### config.mk
export PLATFORM = sky130hd
export DESIGN_NAME = multibulk_request_parser_unit
export DESIGN_NICKNAME = d
export VERILOG_FILES = /design/src/mrp_pkg.sv /design/src/mrp_front.sv /design/src/mrp_queue.sv /design/src/mrp_back.sv /design/src/multibulk_request_parser_unit.sv
export SDC_FILE = /design/constraint.sdc
export NUM_CORES = 1
export LEC_CHECK = 0
export ABC_AREA = 1
export BUFFER_PORTS_ARGS = -buffer_cell sky130_fd_sc_hd__buf_2
export CORE_MARGIN = 5
export CORE_UTILIZATION = 63
export CTS_CLUSTER_SIZE = 24
export DETAILED_ROUTE_END_ITERATION = 10
export PLACE_DENSITY = 0.91
export SLEW_MARGIN = 30
export SYNTH_ARGS = -nofsm -noshare
export SYNTH_HDL_FRONTEND = slang
export SYNTH_SLANG_ARGS = --single-unit
### constraint.sdc
create_clock -name clk -period 7.34 [get_ports clk]
set_clock_uncertainty 0.15 [all_clocks]
set_input_delay 1.101 -clock clk [delete_from_list [all_inputs] [get_ports clk]]
set_output_delay 1.101 -clock clk [all_outputs]
set_load 0.1 [all_outputs]
### src/mrp_pkg.sv
// Shared types and constants for the multibulk request parser.
package mrp_pkg;

  localparam int COUNT_BITS  = 16;
  localparam int LENGTH_BITS = 32;
  localparam int QUEUE_DEPTH = 4;
  localparam int QUEUE_AW    = $clog2(QUEUE_DEPTH);

  localparam logic [7:0] CHAR_LF     = 8'h0A;
  localparam logic [7:0] CHAR_STAR   = 8'h2A;
  localparam logic [7:0] CHAR_DOLLAR = 8'h24;
  localparam logic [7:0] CHAR_MINUS  = 8'h2D;
  localparam logic [7:0] CHAR_ZERO   = 8'h30;
  localparam logic [7:0] CHAR_NINE   = 8'h39;

  localparam logic [1:0] MIN_ARG_LINE_POS = 2'd3;
  localparam int         TRAIL_BYTES      = 2;

  localparam logic [15:0] MAX_ARG_COUNT_RESET   = 16'd1024;
  localparam logic [29:0] MAX_BULK_LENGTH_RESET = 30'd536870912;

  typedef enum logic [2:0] {
    PH_HEADER,
    PH_ARGLINE,
    PH_PAYLOAD,
    PH_TRAIL,
    PH_HALT
  } phase_t;

  typedef enum logic [2:0] {
    EV_PAYLOAD,
    EV_EMPTY,
    EV_NULL,
    EV_DONE,
    EV_WRONG,
    EV_NUMERR,
    EV_LIMIT
  } event_t;

  typedef enum logic [1:0] {
    NS_NONE,
    NS_SIGN,
    NS_DIGITS,
    NS_STOP
  } num_state_t;

  typedef enum logic [0:0] {
    REG_MAX_ARG_COUNT,
    REG_MAX_BULK_LENGTH
  } reg_index_t;

  typedef struct packed {
    event_t      event_res;
    logic [7:0]  payload_byte;
    logic [15:0] arg_index;
    logic        arg_end;
    logic [15:0] arg_total;
    logic        two;
    logic [15:0] done_total;
  } rec_t;

endpackage

### src/mrp_front.sv
// Front part: byte parser state, configuration registers and result records.
module mrp_front import mrp_pkg::*; (
  input  logic        clk,
  input  logic        rst,
  input  logic        cfg_we,
  input  logic [0:0]  cfg_index,
  input  logic [29:0] cfg_data,
  input  logic [7:0]  data_byte,
  input  logic        accept,
  output rec_t        rec,
  output logic        rec_valid
);

  logic [15:0]            max_arg_count;
  logic [29:0]            max_bulk_length;

  phase_t                 phase, phase_next;
  logic [1:0]             pos, pos_next;
  logic [7:0]             first_char, first_char_next;
  logic [7:0]             held_char, held_char_next;
  logic [31:0]            num_value, num_value_next;
  logic                   num_neg, num_neg_next;
  num_state_t             num_state, num_state_next;
  logic [COUNT_BITS-1:0]  args_expected, args_expected_next;
  logic [COUNT_BITS-1:0]  args_done, args_done_next;
  logic [LENGTH_BITS-1:0] bytes_left, bytes_left_next;

  logic                   is_digit;
  logic [35:0]            prod;
  logic [31:0]            sat_value;
  logic [31:0]            fed_value;
  logic                   fed_neg;
  num_state_t             fed_state;

  logic [7:0]             first_eff;
  logic                   neg_val;
  logic                   num_ok;
  logic                   count_over;
  logic                   len_over;
  logic [COUNT_BITS-1:0]  done_inc;
  logic                   last_arg;

  assign is_digit  = (held_char >= CHAR_ZERO) && (held_char <= CHAR_NINE);
  assign prod      = ({4'b0, num_value} << 3) + ({4'b0, num_value} << 1)
                     + {32'b0, held_char[3:0]};
  assign sat_value = (prod[35:32] != 4'b0) ? '1 : prod[31:0];

  always_comb begin
    fed_value = num_value;
    fed_neg   = num_neg;
    fed_state = num_state;
    case (num_state)
      NS_NONE, NS_SIGN: begin
        if (num_state == NS_NONE && held_char == CHAR_MINUS) begin
          fed_neg   = 1'b1;
          fed_state = NS_SIGN;
        end else if (is_digit) begin
          fed_value = {28'b0, held_char[3:0]};
          fed_state = NS_DIGITS;
        end else begin
          fed_value = '1;
          fed_neg   = 1'b0;
          fed_state = NS_STOP;
        end
      end
      NS_DIGITS: begin
        if (is_digit) begin
          fed_value = sat_value;
        end else begin
          fed_state = NS_STOP;
        end
      end
      default: ;
    endcase
  end

  assign first_eff  = (pos == 2'd0) ? CHAR_LF : first_char;
  assign neg_val    = num_neg && (num_value != 32'd0);
  assign num_ok     = (num_state == NS_DIGITS || num_state == NS_STOP)
                      && (num_value <= (num_neg ? 32'h8000_0000 : 32'h7FFF_FFFF));
  assign count_over = (num_value > {16'b0, max_arg_count})
                      || ((num_value >> COUNT_BITS) != 32'd0);
  assign len_over   = (num_value > {2'b0, max_bulk_length})
                      || ((num_value >> LENGTH_BITS) != 32'd0);
  assign done_inc   = args_done + 1'b1;
  assign last_arg   = done_inc >= args_expected;

  always_comb begin
    phase_next         = phase;
    pos_next           = pos;
    first_char_next    = first_char;
    held_char_next     = held_char;
    num_value_next     = num_value;
    num_neg_next       = num_neg;
    num_state_next     = num_state;
    args_expected_next = args_expected;
    args_done_next     = args_done;
    bytes_left_next    = bytes_left;
    rec                = '0;
    rec_valid          = 1'b0;
    rec.done_total     = 16'(args_expected);
    case (phase)
      PH_HALT: ;
      PH_PAYLOAD: begin
        rec_valid        = 1'b1;
        rec.event_res    = EV_PAYLOAD;
        rec.payload_byte = data_byte;
        rec.arg_index    = 16'(args_done);
        rec.arg_end      = bytes_left <= LENGTH_BITS'(1);
        if (rec.arg_end) begin
          bytes_left_next = LENGTH_BITS'(TRAIL_BYTES);
          phase_next      = PH_TRAIL;
        end else begin
          bytes_left_next = bytes_left - 1'b1;
        end
      end
      PH_TRAIL: begin
        if (bytes_left > LENGTH_BITS'(1)) begin
          bytes_left_next = bytes_left - 1'b1;
        end else begin
          bytes_left_next = '0;
          args_done_next  = done_inc;
          if (last_arg) begin
            rec_valid          = 1'b1;
            rec.event_res      = EV_DONE;
            rec.arg_total      = 16'(args_expected);
            args_expected_next = '0;
            args_done_next     = '0;
            phase_next         = PH_HEADER;
          end else begin
            phase_next = PH_ARGLINE;
          end
        end
      end
      PH_HEADER, PH_ARGLINE: begin
        if (data_byte == CHAR_LF) begin
          pos_next        = '0;
          first_char_next = '0;
          held_char_next  = '0;
          num_value_next  = '0;
          num_neg_next    = 1'b0;
          num_state_next  = NS_NONE;
          if (phase == PH_HEADER) begin
            if (first_eff != CHAR_STAR) begin
              rec_valid     = 1'b1;
              rec.event_res = EV_WRONG;
            end else if (!num_ok || neg_val) begin
              rec_valid     = 1'b1;
              rec.event_res = EV_NUMERR;
              phase_next    = PH_HALT;
            end else if (count_over) begin
              rec_valid     = 1'b1;
              rec.event_res = EV_LIMIT;
              phase_next    = PH_HALT;
            end else if (num_value == 32'd0) begin
              rec_valid     = 1'b1;
              rec.event_res = EV_DONE;
            end else begin
              args_expected_next = num_value[COUNT_BITS-1:0];
              args_done_next     = '0;
              phase_next         = PH_ARGLINE;
            end
          end else begin
            rec.arg_index = 16'(args_done);
            if (pos < MIN_ARG_LINE_POS || first_eff != CHAR_DOLLAR) begin
              rec_valid          = 1'b1;
              rec.event_res      = EV_WRONG;
              args_expected_next = '0;
              args_done_next     = '0;
              bytes_left_next    = '0;
              phase_next         = PH_HEADER;
            end else if (!num_ok || (neg_val && num_value != 32'd1)) begin
              rec_valid     = 1'b1;
              rec.event_res = EV_NUMERR;
              phase_next    = PH_HALT;
            end else if (neg_val) begin
              rec_valid      = 1'b1;
              rec.event_res  = EV_NULL;
              args_done_next = done_inc;
              if (last_arg) begin
                rec.two            = 1'b1;
                args_expected_next = '0;
                args_done_next     = '0;
                bytes_left_next    = '0;
                phase_next         = PH_HEADER;
              end
            end else if (len_over) begin
              rec_valid     = 1'b1;
              rec.event_res = EV_LIMIT;
              phase_next    = PH_HALT;
            end else if (num_value == 32'd0) begin
              rec_valid       = 1'b1;
              rec.event_res   = EV_EMPTY;
              bytes_left_next = LENGTH_BITS'(TRAIL_BYTES);
              phase_next      = PH_TRAIL;
            end else begin
              bytes_left_next = num_value[LENGTH_BITS-1:0];
              phase_next      = PH_PAYLOAD;
            end
          end
        end else begin
          if (pos == 2'd0) begin
            first_char_next = data_byte;
          end else begin
            if (pos >= 2'd2) begin
              num_value_next = fed_value;
              num_neg_next   = fed_neg;
              num_state_next = fed_state;
            end
            held_char_next = data_byte;
          end
          if (pos != 2'd3) begin
            pos_next = pos + 1'b1;
          end
        end
      end
      default: begin
        phase_next         = PH_HEADER;
        pos_next           = '0;
        first_char_next    = '0;
        held_char_next     = '0;
        num_value_next     = '0;
        num_neg_next       = 1'b0;
        num_state_next     = NS_NONE;
        args_expected_next = '0;
        args_done_next     = '0;
        bytes_left_next    = '0;
      end
    endcase
  end

  always_ff @(posedge clk) begin
    if (rst) begin
      max_arg_count   <= MAX_ARG_COUNT_RESET;
      max_bulk_length <= MAX_BULK_LENGTH_RESET;
      phase           <= PH_HEADER;
      pos             <= '0;
      first_char      <= '0;
      held_char       <= '0;
      num_value       <= '0;
      num_neg         <= 1'b0;
      num_state       <= NS_NONE;
      args_expected   <= '0;
      args_done       <= '0;
      bytes_left      <= '0;
    end else begin
      if (cfg_we) begin
        if (cfg_index == REG_MAX_ARG_COUNT) begin
          max_arg_count <= cfg_data[15:0];
        end else begin
          max_bulk_length <= cfg_data;
        end
      end
      if (accept) begin
        phase         <= phase_next;
        pos           <= pos_next;
        first_char    <= first_char_next;
        held_char     <= held_char_next;
        num_value     <= num_value_next;
        num_neg       <= num_neg_next;
        num_state     <= num_state_next;
        args_expected <= args_expected_next;
        args_done     <= args_done_next;
        bytes_left    <= bytes_left_next;
      end
    end
  end

  a_halt_sticks: assert property (@(posedge clk) disable iff (rst)
    phase == PH_HALT |=> phase == PH_HALT)
    else $error("parser left halt without reset");

  a_two_only_null: assert property (@(posedge clk) disable iff (rst)
    rec_valid && rec.two |-> rec.event_res == EV_NULL)
    else $error("two results from a non-null event");

  a_arg_in_range: assert property (@(posedge clk) disable iff (rst)
    (phase == PH_PAYLOAD || phase == PH_TRAIL) |-> args_done < args_expected)
    else $error("argument index beyond count");

endmodule

### src/mrp_queue.sv
// Result record queue between the parser and the output side.
module mrp_queue import mrp_pkg::*; (
  input  logic clk,
  input  logic rst,
  input  logic push,
  input  rec_t push_rec,
  input  logic pop,
  output rec_t head,
  output logic head_valid,
  output logic not_full
);

  rec_t                entries [QUEUE_DEPTH];
  logic [QUEUE_AW-1:0] wr_ptr;
  logic [QUEUE_AW-1:0] rd_ptr;
  logic [QUEUE_AW:0]   count;

  assign head       = entries[rd_ptr];
  assign head_valid = count != '0;
  assign not_full   = count != (QUEUE_AW + 1)'(QUEUE_DEPTH);

  always_ff @(posedge clk) begin
    if (push) begin
      entries[wr_ptr] <= push_rec;
    end
  end

  always_ff @(posedge clk) begin
    if (rst) begin
      wr_ptr <= '0;
      rd_ptr <= '0;
      count  <= '0;
    end else begin
      if (push) begin
        wr_ptr <= wr_ptr + 1'b1;
      end
      if (pop) begin
        rd_ptr <= rd_ptr + 1'b1;
      end
      if (push && !pop) begin
        count <= count + 1'b1;
      end else if (pop && !push) begin
        count <= count - 1'b1;
      end
    end
  end

  a_no_overflow: assert property (@(posedge clk) disable iff (rst)
    (push && !pop) |-> not_full)
    else $error("push into full queue");

endmodule

### src/mrp_back.sv
// Back part: splits queued records into output beats.
module mrp_back import mrp_pkg::*; (
  input  logic        clk,
  input  logic        rst,
  input  rec_t        head,
  input  logic        head_valid,
  output logic        pop,
  output logic        m_tvalid,
  input  logic        m_tready,
  output logic [47:0] m_tdata,
  output logic [2:0]  m_tuser,
  output logic        m_tlast
);

  logic        second;
  event_t      ev;
  logic [7:0]  payload_byte;
  logic [15:0] arg_index;
  logic        arg_end;
  logic [15:0] arg_total;

  always_comb begin
    if (second) begin
      ev           = EV_DONE;
      payload_byte = '0;
      arg_index    = '0;
      arg_end      = 1'b0;
      arg_total    = head.done_total;
      m_tlast      = 1'b1;
    end else begin
      ev           = head.event_res;
      payload_byte = head.payload_byte;
      arg_index    = head.arg_index;
      arg_end      = head.arg_end;
      arg_total    = head.arg_total;
      m_tlast      = !head.two;
    end
  end

  assign m_tvalid = head_valid;
  assign m_tuser  = ev;
  assign m_tdata  = {7'b0, arg_total, arg_end, arg_index, payload_byte};
  assign pop      = head_valid && m_tready && (!head.two || second);

  always_ff @(posedge clk) begin
    if (rst) begin
      second <= 1'b0;
    end else if (head_valid && m_tready) begin
      second <= head.two && !second;
    end
  end

  a_second_has_pair: assert property (@(posedge clk) disable iff (rst)
    second |-> head_valid && head.two)
    else $error("second beat without a paired record");

endmodule

### src/multibulk_request_parser_unit.sv
// Top level of the multibulk request parser.
// Takes one request byte per cycle on s_*: every byte is parsed in the cycle
// it is accepted, so the input rate is one byte per clock while s_tready is
// high. Results leave on m_* through a four-entry record queue; s_tready drops
// only while that queue is full. A byte gives at most two output beats (a null
// argument that ends its command is followed by the complete beat), so such a
// byte's record is popped after both beats. After a number or limit error the
// unit keeps accepting bytes but drops them without output until reset.
module multibulk_request_parser_unit import mrp_pkg::*; (
  input  logic        clk,
  input  logic        rst,
  input  logic        s_tvalid,
  output logic        s_tready,
  input  logic [7:0]  s_tdata,   // [7:0] data_byte
  output logic        m_tvalid,
  input  logic        m_tready,
  output logic [47:0] m_tdata,   // [7:0] payload_byte, [23:8] arg_index,
                                 // [24] arg_end, [40:25] arg_total, rest zero
  output logic [2:0]  m_tuser,   // [2:0] event_res
  output logic        m_tlast,
  input  logic        cfg_we,
  input  logic [0:0]  cfg_index,
  input  logic [29:0] cfg_data
);

  logic accept;
  rec_t rec;
  logic rec_valid;
  rec_t head;
  logic head_valid;
  logic pop;
  logic not_full;

  assign s_tready = not_full;
  assign accept   = s_tvalid && s_tready;

  mrp_front u_front (
    .clk       (clk),
    .rst       (rst),
    .cfg_we    (cfg_we),
    .cfg_index (cfg_index),
    .cfg_data  (cfg_data),
    .data_byte (s_tdata),
    .accept    (accept),
    .rec       (rec),
    .rec_valid (rec_valid)
  );

  mrp_queue u_queue (
    .clk        (clk),
    .rst        (rst),
    .push       (accept && rec_valid),
    .push_rec   (rec),
    .pop        (pop),
    .head       (head),
    .head_valid (head_valid),
    .not_full   (not_full)
  );

  mrp_back u_back (
    .clk        (clk),
    .rst        (rst),
    .head       (head),
    .head_valid (head_valid),
    .pop        (pop),
    .m_tvalid   (m_tvalid),
    .m_tready   (m_tready),
    .m_tdata    (m_tdata),
    .m_tuser    (m_tuser),
    .m_tlast    (m_tlast)
  );

endmodule
==> results.cfg, run 1 <==
[run_status]
status = complete, no violations

[clocking]
cts.htree.levels = 2
cts_tree = yes
postCtsSetupBuffers = 0
clkSinkCount = 420
clk_pin_slew_worst_paths_ns = 0.06
ctsResizeCount = 0
cts_buffers = 44
postCtsHoldBufs = 0
clock_path_buffers = 3
clk_latency_ns = 0.60
cts-root-buf = clkbuf_16

[yosys]
ys_seq_elements = 420
syn_area_per_cell_sq_um = 8.26
ys.flop_type = edfxtp_1
seq_area_frac_synth_pct = 46.0
async_flop_share_pct = 0
synth_edf_count = 244
syn_inst = 2859
synth_cell_types = 62
ys_warn_count = 0
syn_area_sq_mm = 0.0236

[power]
ir_drop_mv = 0.223
p_leak_nw = 10.8
pwr_density_cell_mw_per_mm2 = 205

[global_routing]
gr-total-overflow = 0
grt_busiest_layer = met2
antenna_found_initial = 0
grt_pass1_wl_um = 101000
first_global_vias = 19979
grt_usage_pct = 29.7
grt_max_degree = 116
use_met1_pct = 36.2
grtUsageMet2_pct = 51.9
met3_usage_pct = 4.69

[timing]
drv_slew = 0
finalCritPeriodShare_pct = 77.0
finalSetupViolCount = 0
fin_hold_ws_ns = 0.312
tightest_slew_ns = 0.968
rsz0062_at_grt = false
tns_ns = 0
hold_viol = 0
slew_headroom_pct = 35.4
min_period_ns = 5.65
timing.final.ws_setup_ns = 1.69
max_freq_mhz = 177

[critical_path]
worstPathRequired_ns = 7.66
end_kind = flip-flop
cpPeakStageDelay_ns = 0.60
worstPathArrival_ns = 5.96
slowest_stage = nand2_1
start_kind = flip-flop
r2r_setup_slack_ns = 1.69
path_max_fanout = 17
cp_num_buf_inv = 4
path_class = reg -> reg
cpMostUsedCell = inv_1
critical_path.top_delay_family = simple AND/OR/NAND/NOR gates
crit_chain = inv_1 -> nor4_1 -> nand4_1 -> nor3_1 -> xor2_1 -> inv_1 -> ha_1 -> nand4_1 -> nor2_1 -> nand3_1 -> nand2_1 -> a31oi_1 -> nand2_1 -> nand2_1 -> inv_1 -> ha_1 -> inv_1 -> fa_1 -> a21oi_1 -> o21ai_0 -> o21ai_0 -> a21oi_1

[final_layout]
finalNetCount = 3107
design_area_sq_mm = 0.0258
drive_gt1_share_pct = 8.88
final_common_cell = nor2_1
n_antenna_cell = 0
layout-area-overhead-vs-synth_pct = 9.12
mostFrequentLayoutCells = nor2_1, nand2_1, o21ai_0
nFillCells = 2904
final_util_pct = 69.0

[placed_design]
hpwlAfterDp_um = 42600
pre_cts_slack_ns = 1.66
routabilityCongestion = 0.966
placed_cell_area_sq_mm = 0.0242
port_buffers = 90

[drt]
firstDrtPassIters = 7
drt-initial-drc-count = 1956
route.vias.total = 20492
antenna_left = 0
viasPerCell = 6.03
wl_um = 63200
wl_per_cell_um = 18.6
drc = 0

[floorplan]
die_area_sq_mm = 0.0414
fp.dieW_um = 204
die_h_um = 204
start_util_pct = 63.3
core_area_sq_mm = 0.0373
pin_count = 98
fp-row-count = 71

[worst_hold_path]
hold_path_class = reg -> reg

[job]
drv_cap = 0
worst min-delay path: cells and delay by family (launching register included):
family,cells,cell delay (ns)
AO/OA/AOI/OAI,1,0.06
buffers and inverters,1,0.06
flip-flops,1,0.30
area by class of cell:
class | count | area (sq um) | area share (%)
clock buffer | 62 | 1250 | 4.85
multi-input combinational | 2040 | 11100 | 43.3
clock inverter | 19 | 255 | 0.991
tap | 474 | 593 | 2.30
timing repair buffer | 107 | 602 | 2.34
inverter | 279 | 1060 | 4.10
sequential | 420 | 10900 | 42.1
per-layer routing:
metal  wire length [um]  vias up  share of wire [%]
li1                   -     9787                  -
met1              24700     9619                 39
met2              31200      904                 49
met3               4490      182                7.1
met4               2770        0                4.4
met5                  0        -                  0
state kept, by name, summed over array words and instances (netlist names), 8 cells and up, named ones only:
register and cells:
u_front.held_char 8, u_front.args_done 16, u_front.args_expected 16, u_front.max_bulk_length 30, u_queue.entries 244, u_front.num_value 32, u_front.max_arg_count 16, u_front.first_char 8
u_front.bytes_left 32
cells in the mapped netlist (32+ instances only):
master    number  area share [%]
edfxtp_1     244              31
nand3_1      107             2.3
clkbuf_1      84             1.3
a21oi_1      266             5.6
ha_1         168             8.9
nand4_1       32            0.85
inv_1        259             4.1
dfxtp_1      176              15
o21ai_0      314             6.7
nor2_1       515             8.2
nand2_1      359             5.7
xor2_1        35             1.3
o22ai_1       38             1.0
path summary, 6_finish.rpt:
check,start,end,depth (start not counted)
worst max-delay path,u_front.args_done[9]$_SDFFE_PP0P_,u_queue.count[2]$_SDFFE_PP0P_,22
worst min-delay path,u_front.max_arg_count[2]$_SDFFE_PP0P_,u_front.max_arg_count[2]$_SDFFE_PP0P_,2
worst max register to register,u_front.args_done[9]$_SDFFE_PP0P_,u_queue.count[2]$_SDFFE_PP0P_,22
worst min register to register,u_front.max_arg_count[2]$_SDFFE_PP0P_,u_front.max_arg_count[2]$_SDFFE_PP0P_,2
power by group:
part | switching (mW) | internal, mW
registers | 0.0480 | 2.50
clock network | 0.945 | 1.38
logic | 0.283 | 0.137
total | 1.28 | 4.01
kinds of logic after synthesis:
group,Yosys count,synth area share (%)
adder cells (fa/ha/maj),171,9.16
AND/OR/NAND/NOR,1122,20.4
XOR/XNOR,45,1.67
buffers and inverters,405,7.09
flip-flops,420,46.0
AO/OA/AOI/OAI,695,15.7
other,1,0.0159
per-stage QoR:
| stage | power [mW] | instances |
|---|---|---|
| after CTS | 5.30 | 3400 |
| after floorplan | 2.89 | 2865 |
| after global placement | 2.98 | 3319 |
| after global routing | 5.47 | 3401 |
| final | 5.29 | 3401 |
| after detailed placement | 3.01 | 3319 |
Note: power is estimated with default switching activity, not from simulation.
==> inputs of run 2 (changes only) <==
==> constraint.sdc (replaced) <==
create_clock -name clk -period 5.5 [get_ports clk]
set_clock_uncertainty 0.15 [all_clocks]
set_input_delay 0.825 -clock clk [delete_from_list [all_inputs] [get_ports clk]]
set_output_delay 0.825 -clock clk [all_outputs]
set_load 0.1 [all_outputs]
==> run 2 against run 1 <==
  * Total power is 32% higher
  * Final area rose by 0.12%
  * Sequential share of layout area fell by 0.054 points
  * Routed wire length is essentially flat
  * Cell count is 0.12% higher
  * Global-route usage shrank 0.29 points
  * Combinational power up 35%
  * First-iteration DRC count rose by 5.0%
  * Non-clock buffer count is 4 higher
  * Core utilization increased by 0.080 points
  * Critical path depth is the same
  * Maximum frequency grew 11%
==> results.cfg, run 2 (synthesis results as in run 1) <==
[run_status]
status = complete, no violations

[power]
p_leak_nw = 10.8
ir_drop_mv = 0.246
power_mw = 7.00
pwr_density_cell_mw_per_mm2 = 271

[clocking]
cts_buffers = 44
cts_tree = yes
clk_latency_ns = 0.57
cts.htree.levels = 2
ctsResizeCount = 0
cts-root-buf = clkbuf_16
clkSinkCount = 420
clock_path_buffers = 3
postCtsSetupBuffers = 0
postCtsHoldBufs = 0
clk_pin_slew_worst_paths_ns = 0.07

[floorplan]
die_area_sq_mm = 0.0414
fp-row-count = 71
pin_count = 98
start_util_pct = 63.3
fp.dieW_um = 204
die_h_um = 204
core_area_sq_mm = 0.0373

[drt]
viasPerCell = 6.07
wl_per_cell_um = 18.6
drt-initial-drc-count = 2054
wl_um = 63200
antenna_left = 0
drc = 0
route.vias.total = 20674
firstDrtPassIters = 8

[placed_design]
dpl.cell_count = 3324
placed_cell_area_sq_mm = 0.0243
hpwlAfterDp_um = 42500
port_buffers = 90
pre_cts_slack_ns = 0.754
routabilityCongestion = 0.955

[final_layout]
largest_reg_flops = 244
finalNetCount = 3111
design_area_sq_mm = 0.0258
regMostFlops = u_queue.entries
n_antenna_cell = 0
nFillCells = 2803
layout-area-overhead-vs-synth_pct = 9.24
fin_cells = 3405
largestRegisters = u_queue.entries x244, u_front.bytes_left x32, u_front.num_value x32
drive_gt1_share_pct = 9.01
mostFrequentLayoutCells = nor2_1, nand2_1, o21ai_0
final_common_cell = nor2_1

[timing]
finalSetupViolCount = 0
tightest_slew_ns = 0.994
rsz0062_at_grt = false
max_freq_mhz = 197
min_period_ns = 5.08
slew_headroom_pct = 33.6
finalCritPeriodShare_pct = 92.3
timing.final.ws_setup_ns = 0.421
drv_slew = 0
hold_viol = 0

[global_routing]
gr-total-overflow = 0
grt_pass1_wl_um = 100000
grt_max_degree = 116
antenna_found_initial = 0
first_global_vias = 20222
grt_usage_pct = 29.4

[critical_path]
path_max_fanout = 17
end_kind = flip-flop
worstPathRequired_ns = 5.79
worstPathArrival_ns = 5.37
start_kind = flip-flop
path_class = reg -> reg

[job]
drv_cap = 0

[worst_hold_path]
hold_path_class = reg -> reg
run 2: final cells by class:
cell class	count	area (sq um)	area share, %
inverters	279	1060	4.09
clock buffers	57	1220	4.74
well taps	474	593	2.30
clock inverters	24	260	1.01
flip-flops and latches	420	10900	42.1
repair buffers	111	662	2.57
multi-input cells	2040	11100	43.2
run 2: per-stage QoR:
stage	util [%]	TNS (ns)	hold slack [ns]
after floorplan	-	-127.84	0.280
after global placement	65.1	0	0.294
after detailed placement	65.1	0	0.303
after CTS	69.1	0	0.312
after global routing	69.1	0	0.341
final	69.1	0	0.308
run 2: where the power goes:
part	switching, mW	internal [mW]
registers	0.0586	3.34
clock network	1.26	1.78
logic	0.385	0.183
total	1.70	5.30
run 2: worst paths after layout:
path                                              endpoint                                startpoint  cells after the start  slack (ns)
hold / removal    u_front.max_bulk_length[11]$_SDFFE_PP0P_  u_front.max_bulk_length[11]$_SDFFE_PP0P_                      2        0.31
setup reg to reg             u_queue.count[1]$_SDFFE_PP0P_         u_front.args_done[2]$_SDFFE_PP0P_                     22        0.42
hold reg to reg   u_front.max_bulk_length[11]$_SDFFE_PP0P_  u_front.max_bulk_length[11]$_SDFFE_PP0P_                      2        0.31
setup / recovery             u_queue.count[1]$_SDFFE_PP0P_         u_front.args_done[2]$_SDFFE_PP0P_                     22        0.42
run 2: worst max-delay path, stage by stage (launching register included):
cell and delay (ns):
dfxtp_1 0.39, inv_1 0.12, nor4_1 0.35, nand2_1 0.21
nor3_1 0.35, xor2_1 0.22, inv_1 0.08, ha_1 0.33
a21oi_1 0.19, o21ai_0 0.11, a21oi_1 0.13, a21boi_2 0.17
buf_4 0.22, nand2_1 0.10, a31oi_1 0.21, nand2_1 0.17
nand2_1 0.35, inv_1 0.10, ha_1 0.19, inv_1 0.12
fa_1 0.41, o21ai_0 0.21, a21oi_1 0.07
run 2: per-layer routing:
layer | track usage, % | wire length (um) | share of wire (%)
met5 | 0 | 0 | 0
met4 | 12.9 | 2640 | 4.2
met3 | 3.67 | 4720 | 7.5
met2 | 52.6 | 31500 | 50
met1 | 36.0 | 24300 | 38
